## config.mk

```make
export PLATFORM = sky130hd
export DESIGN_NAME = hid_descriptor_feature_scanner
export DESIGN_NICKNAME = d
export VERILOG_FILES = /design/src/rtl/hdfs_pkg.sv /design/src/rtl/hid_descriptor_feature_scanner.sv /design/src/rtl/hdfs_in_stage.sv /design/src/rtl/hdfs_parser.sv
export SDC_FILE = /design/constraint.sdc
export NUM_CORES = 1
export LEC_CHECK = 0
export BUFFER_PORTS_ARGS = -buffer_cell sky130_fd_sc_hd__buf_2
export CORE_MARGIN = 4
export CORE_UTILIZATION = 40
export DETAILED_ROUTE_END_ITERATION = 8
export PLACE_DENSITY = 0.7
export SYNTH_ARGS = -nofsm -noshare
export SYNTH_HDL_FRONTEND = slang
export SYNTH_SLANG_ARGS = --single-unit
```

## constraint.sdc

```tcl
create_clock -name clk -period 4.2 [get_ports clk]
set_clock_uncertainty 0.1 [all_clocks]
set_input_delay 0.21 -clock clk [delete_from_list [all_inputs] [get_ports clk]]
set_output_delay 0.21 -clock clk [all_outputs]
set_load 0.02 [all_outputs]
```

## src/rtl/hdfs_pkg.sv

```systemverilog
// ----------------------------------------------------------------------------
// hdfs_pkg
// Types, item codes and helpers shared by the descriptor feature scanner.
// ----------------------------------------------------------------------------
package hdfs_pkg;

  // Descriptor word in, result word out
  typedef struct packed {
    logic [7:0] desc_byte;
    logic       last_byte;
  } desc_t;

  typedef struct packed {
    logic has_feature;
    logic ended_inside_item;
  } result_t;

  // Input register contents handed to the parser
  typedef struct packed {
    logic  valid;
    desc_t item;
  } stage_t;

  // Item prefix codes
  localparam logic [7:0] LONG_PREFIX = 8'hFE;
  localparam logic [3:0] TAG_FEATURE = 4'hB;
  localparam logic [1:0] TYPE_MAIN   = 2'b00;

  // Parse phases
  localparam logic [1:0] PH_PREFIX   = 2'd0;
  localparam logic [1:0] PH_LONG_LEN = 2'd1;
  localparam logic [1:0] PH_LONG_TAG = 2'd2;
  localparam logic [1:0] PH_DATA     = 2'd3;

  // Short item data length from the size code
  function automatic logic [2:0] data_size(input logic [1:0] code);
    logic [2:0] len;
    case (code)
      2'd0:    len = 3'd0;
      2'd1:    len = 3'd1;
      2'd2:    len = 3'd2;
      default: len = 3'd4;
    endcase
    return len;
  endfunction

endpackage

```

## src/rtl/hid_descriptor_feature_scanner.sv

```systemverilog
// ----------------------------------------------------------------------------
// hid_descriptor_feature_scanner
// Walks a HID report descriptor word by word and reports a Feature item.
// ----------------------------------------------------------------------------
// Path: a last word passes the input register, then the result register.
// Throughput: one descriptor word per cycle unless a held result stalls a last word;
//   the walker update sits between the input register and the result register.
// Reset: synchronous rst empties both registers and puts the walker at
//   "expect prefix"; the walker also returns there after every last word.
module hid_descriptor_feature_scanner
  import hdfs_pkg::*;
(
  input  logic    clk,
  input  logic    rst,
  input  logic    desc_valid,
  output logic    desc_stall,
  input  desc_t   desc,
  output logic    result_valid,
  input  logic    result_stall,
  output result_t result
);

  stage_t stage;
  logic   advance;

  hdfs_in_stage u_in_stage (
    .clk        (clk),
    .rst        (rst),
    .desc_valid (desc_valid),
    .desc_stall (desc_stall),
    .desc       (desc),
    .advance    (advance),
    .stage      (stage)
  );

  hdfs_parser u_parser (
    .clk          (clk),
    .rst          (rst),
    .stage        (stage),
    .advance      (advance),
    .result_valid (result_valid),
    .result_stall (result_stall),
    .result       (result)
  );

endmodule

```

## src/rtl/hdfs_in_stage.sv

```systemverilog
// ----------------------------------------------------------------------------
// hdfs_in_stage
// Input register for descriptor words; holds a word while the parser waits.
// ----------------------------------------------------------------------------
module hdfs_in_stage
  import hdfs_pkg::*;
(
  input  logic   clk,
  input  logic   rst,
  input  logic   desc_valid,
  output logic   desc_stall,
  input  desc_t  desc,
  input  logic   advance,
  output stage_t stage
);

  logic  valid;
  logic  valid_next;
  desc_t item;
  logic  load;

  // Stall only while a held word cannot move on
  assign desc_stall = valid && !advance;
  assign load       = desc_valid && !desc_stall;

  always_comb begin
    valid_next = valid;
    if (load) begin
      valid_next = 1'b1;
    end else if (advance) begin
      valid_next = 1'b0;
    end
  end

  always_ff @(posedge clk) begin
    if (rst) begin
      valid <= 1'b0;
    end else begin
      valid <= valid_next;
    end
  end

  // Capture payload on accept
  always_ff @(posedge clk) begin
    if (load) begin
      item <= desc;
    end
  end

  assign stage.valid = valid;
  assign stage.item  = item;

endmodule

```

## src/rtl/hdfs_parser.sv

```systemverilog
// ----------------------------------------------------------------------------
// hdfs_parser
// Item walker state and result register; one descriptor word per cycle unless a held result blocks.
// ----------------------------------------------------------------------------
module hdfs_parser
  import hdfs_pkg::*;
(
  input  logic    clk,
  input  logic    rst,
  input  stage_t  stage,
  output logic    advance,
  output logic    result_valid,
  input  logic    result_stall,
  output result_t result
);

  logic [1:0] phase;
  logic [1:0] phase_next;
  logic [7:0] skip;
  logic [7:0] skip_next;
  logic       seen;
  logic       seen_next;
  logic       result_valid_next;
  result_t    result_next;
  logic [7:0] b;
  logic [2:0] len;
  logic       last;

  assign b    = stage.item.desc_byte;
  assign last = stage.item.last_byte;
  assign len  = data_size(b[1:0]);

  // A last word waits only when the result register is still held
  assign advance = stage.valid && !(last && result_valid && result_stall);

  // Walk one word of the item structure
  always_comb begin
    phase_next = phase;
    skip_next  = skip;
    seen_next  = seen;
    if (!seen) begin
      unique case (phase)
        PH_PREFIX: begin
          if (b == LONG_PREFIX) begin
            phase_next = PH_LONG_LEN;
          end else if (b[3:2] == TYPE_MAIN && b[7:4] == TAG_FEATURE) begin
            seen_next = 1'b1;
          end else if (len != 3'd0) begin
            skip_next  = {5'd0, len};
            phase_next = PH_DATA;
          end
        end
        PH_LONG_LEN: begin
          skip_next  = b;
          phase_next = PH_LONG_TAG;
        end
        PH_LONG_TAG: begin
          phase_next = (skip != 8'd0) ? PH_DATA : PH_PREFIX;
        end
        default: begin
          if (skip > 8'd1) begin
            skip_next = skip - 8'd1;
          end else begin
            skip_next  = 8'd0;
            phase_next = PH_PREFIX;
          end
        end
      endcase
    end
    result_next.has_feature       = seen_next;
    result_next.ended_inside_item = !seen_next && (phase_next != PH_PREFIX);
  end

  // Update walker; clear after the last word
  always_ff @(posedge clk) begin
    if (rst) begin
      phase <= PH_PREFIX;
      skip  <= 8'd0;
      seen  <= 1'b0;
    end else if (advance) begin
      if (last) begin
        phase <= PH_PREFIX;
        skip  <= 8'd0;
        seen  <= 1'b0;
      end else begin
        phase <= phase_next;
        skip  <= skip_next;
        seen  <= seen_next;
      end
    end
  end

  // Result register: load on last word, drop once taken
  always_comb begin
    result_valid_next = result_valid;
    if (advance && last) begin
      result_valid_next = 1'b1;
    end else if (!result_stall) begin
      result_valid_next = 1'b0;
    end
  end

  always_ff @(posedge clk) begin
    if (rst) begin
      result_valid <= 1'b0;
    end else begin
      result_valid <= result_valid_next;
    end
  end

  always_ff @(posedge clk) begin
    if (advance && last) begin
      result <= result_next;
    end
  end

endmodule

```

==> impl_results.md <==
* Outcome: complete, no violations
* Cts repair resizes at 0
* DR WL/cell at 12.7 um
* Max Cap Viol at 0
* Syn nets at 152
* Compound-Gate Fraction of Synth Area at 21.4%
* RSZ-0062 raised after global routing: false
* RD Place Congestion at 0.890
* Root buffer cell: clkbuf_4
* Worst Setup SP: u_parser.skip[0]$_SDFFE_PP0P_
* Max incr delay on CP at 460 ps
* Final Cell Area at 1500 um2
* First-pass GRT wire length at 4640 um
* Nets at 175
* Pwr Density at 320 nW/um2
* Hold Crit Start: desc_valid
* Via count at 1076
* Leakage at 0.591 nW
* Setup TNS at 0 ps
* CTS Buf Count at 3
* Port Buffers at 16
* Ys flop type: dfxtp_1
* CP required at 4360 ps
* Worst Setup End Kind: register
* Vias in the first global route at 1084
* Period utilization at 51.3%
* Antenna cells at 0
* Area grow syn2layout at 20.0%
* IO Pins at 17
* Worst Hold Margin at 14.9 ps
* Cells after Synth at 136
* Adder-cell share of the synthesized area at 2.99%
* Post-Place Cells at 189
* Synthesis Warnings at 0
* Setup crit start kind: register
* CTS max path bufs at 2
* Worst setup margin at 2040 ps
* Critical Path, Cell by Cell: inv_1, ha_1, nor2_1, a21oi_1, a31o_2, or4_1, a21oi_1
* Final setup fails at 0
* Synth cell types at 41
* ANT nets after route at 0
* Synth Area per Inst at 9.22 um2
* DRC viols at 0
* XOR/XNOR share of the synthesized area at 2.79%
* RR Startpoint: u_parser.skip[0]$_SDFFE_PP0P_
* Row count at 20
* Die X at 64.0 um
* Seq/Total Area, Yosys at 47.1%
* Share of cells above drive strength 1 at 14.6%
* Latest clock arrival within the worst-skew pair at 310 ps
* Tot GR Track Use at 14.0%
* R2R setup slack at 2040 ps
* Die ar. at 4090 um2
* Final std cells w/o fill at 202
* First DRT Iteration DRCs at 44
* Post-synthesis simple-gate area fraction at 21.2%
* Total Wirelength at 2560 um
* Main combinational cell family by area after synthesis: compound AO/OA/AOI/OAI gates
* Final worst path period need at 2160 ps
* Final HPWL DP at 1880 um
* Fmax at 0.464 GHz
* Hold Buf Count CTS at 9
* Peak VDD IR at 0.000168 V
* Synth top area cells: edfxtp_1 26%, dfxtp_1 21%, nor2_1 4.8%
* Max Slew Vio Count at 0
* Slowest cell on the critical path: or4_1
* H-tree levels at 1
* Worst endpoint data arrival time at 2310 ps
* Mux cell area share after synthesis at 0%
* Pwr Total at 482 uW
* First-pass detailed-route iteration total at 4
* Hold WC Path Type: input pin to register
* Synth Cell Area at 1250 um2
* Place WS at 2070 ps
* Reg clk slew, reported paths at 130 ps
* CTS tree: built
* Area share of the largest cell type after synthesis at 26.3%
* Post-synth ARST share at 0%
* Synth Register Bits at 24
* EDFF count, synth at 11
* Die Span Y at 64.0 um
* Vias/cell at 5.33
* Core Util, Final at 49.7%
* Core Region at 3030 um2
* TritonCTS Sinks at 24
* Worst-Margin Slew at 751 ps
* Largest net degree at the start of global routing at 18
* Max Fanout on Critical Path at 6
* Post-CTS Setup Repair Bufs at 0
* Initial Utilization at 41.4%
* Kind of critical path: register to register
* Slew HR at 49.9%
* Placed instance area at 1360 um2
* Antenna violations before repair at 0
* Fin. Hold Viols at 0
* GRT overflow at 0
* Leading area contributor after synthesis: edfxtp_1
* Most common cell type on the critical path: a21oi_1
layer usage:
metal	vias up	track usage (%)	wire (um)
met3	6	1.93	115
met4	0	7.01	56
met1	489	16.7	1110
li1	549	-	-
met5	-	0	0
met2	32	24.3	1280
cell type report:
class                      instances  area (um2)
clock buffer                       3        22.5
tap                               44        55.1
timing repair buffer              25         170
clock inverter                     1        30.0
multi-input combinational         97         606
sequential                        24         591
inverter                           8        30.0
fill                             271        1520
power by group:
| group | internal, mW | total, mW | switching (mW) | leakage (nW) |
|---|---|---|---|---|
| combinational | 0.0258 | 0.0532 | 0.0274 | 0.351 |
| clock | 0.0965 | 0.166 | 0.0693 | 0.0279 |
| sequential | 0.253 | 0.263 | 0.00945 | 0.212 |
| total | 0.375 | 0.482 | 0.106 | 0.591 |
path summary, 6_finish.rpt:
path	cells after the start	endpoint
max	7	u_parser.phase[1]$_SDFFE_PP0P_
min	3	u_in_stage.valid$_SDFFE_PP0P_
max reg2reg	7	u_parser.phase[1]$_SDFFE_PP0P_
min reg2reg	2	u_parser.result_valid$_SDFFE_PP0P_
synthesized netlist by cell type, types with 2 or more instances:
cell type	n
a21oi_1	8
a22oi_1	5
a31oi_1	2
and2_1	2
and3_1	2
clkbuf_1	6
dfxtp_1	13
edfxtp_1	11
ha_1	3
inv_1	8
nand2_1	11
nand3_1	2
nor2_1	16
nor2b_1	3
nor3_1	6
o211ai_1	2
o21ai_0	5
o22ai_1	2
o41ai_1	2
or3_1	2
or4_1	3
xnor2_1	3
cells in the final DEF (no fill, tap or decap), types with 5 or more instances in the layout:
cell type,n
o21ai_0,5
a22oi_1,5
dfxtp_1,13
nor3_1,6
dlygate4sd3_1,9
buf_2,16
nor2_1,16
nand2_1,11
edfxtp_1,11
a21oi_1,8
inv_1,8
state kept, by name (all words and copies together) (netlist names):
register and count:
u_parser.skip 8, u_parser.seen 1, u_in_stage.stage 9, u_parser.result 2, u_parser.result_valid 1, u_in_stage.valid 1, u_parser.phase 2
worst max-delay path, delay by kind of cell (launching register included):
kind	cells	cell delay, ps
fa+ha+maj	1	270
flops	1	440
compound gates	3	520
buf+inv	1	100
simple gates	2	680
cell families (layout without fill, tap and decap cells):
logic type | after synthesis | count (layout)
buffers and inverters | 15 | 37
AND/OR/NAND/NOR | 53 | 53
adder cells (fa/ha/maj) | 3 | 3
XOR/XNOR | 4 | 4
AO/OA/AOI/OAI | 37 | 37
flip-flops | 24 | 24
(Power assumes the default switching activity.)
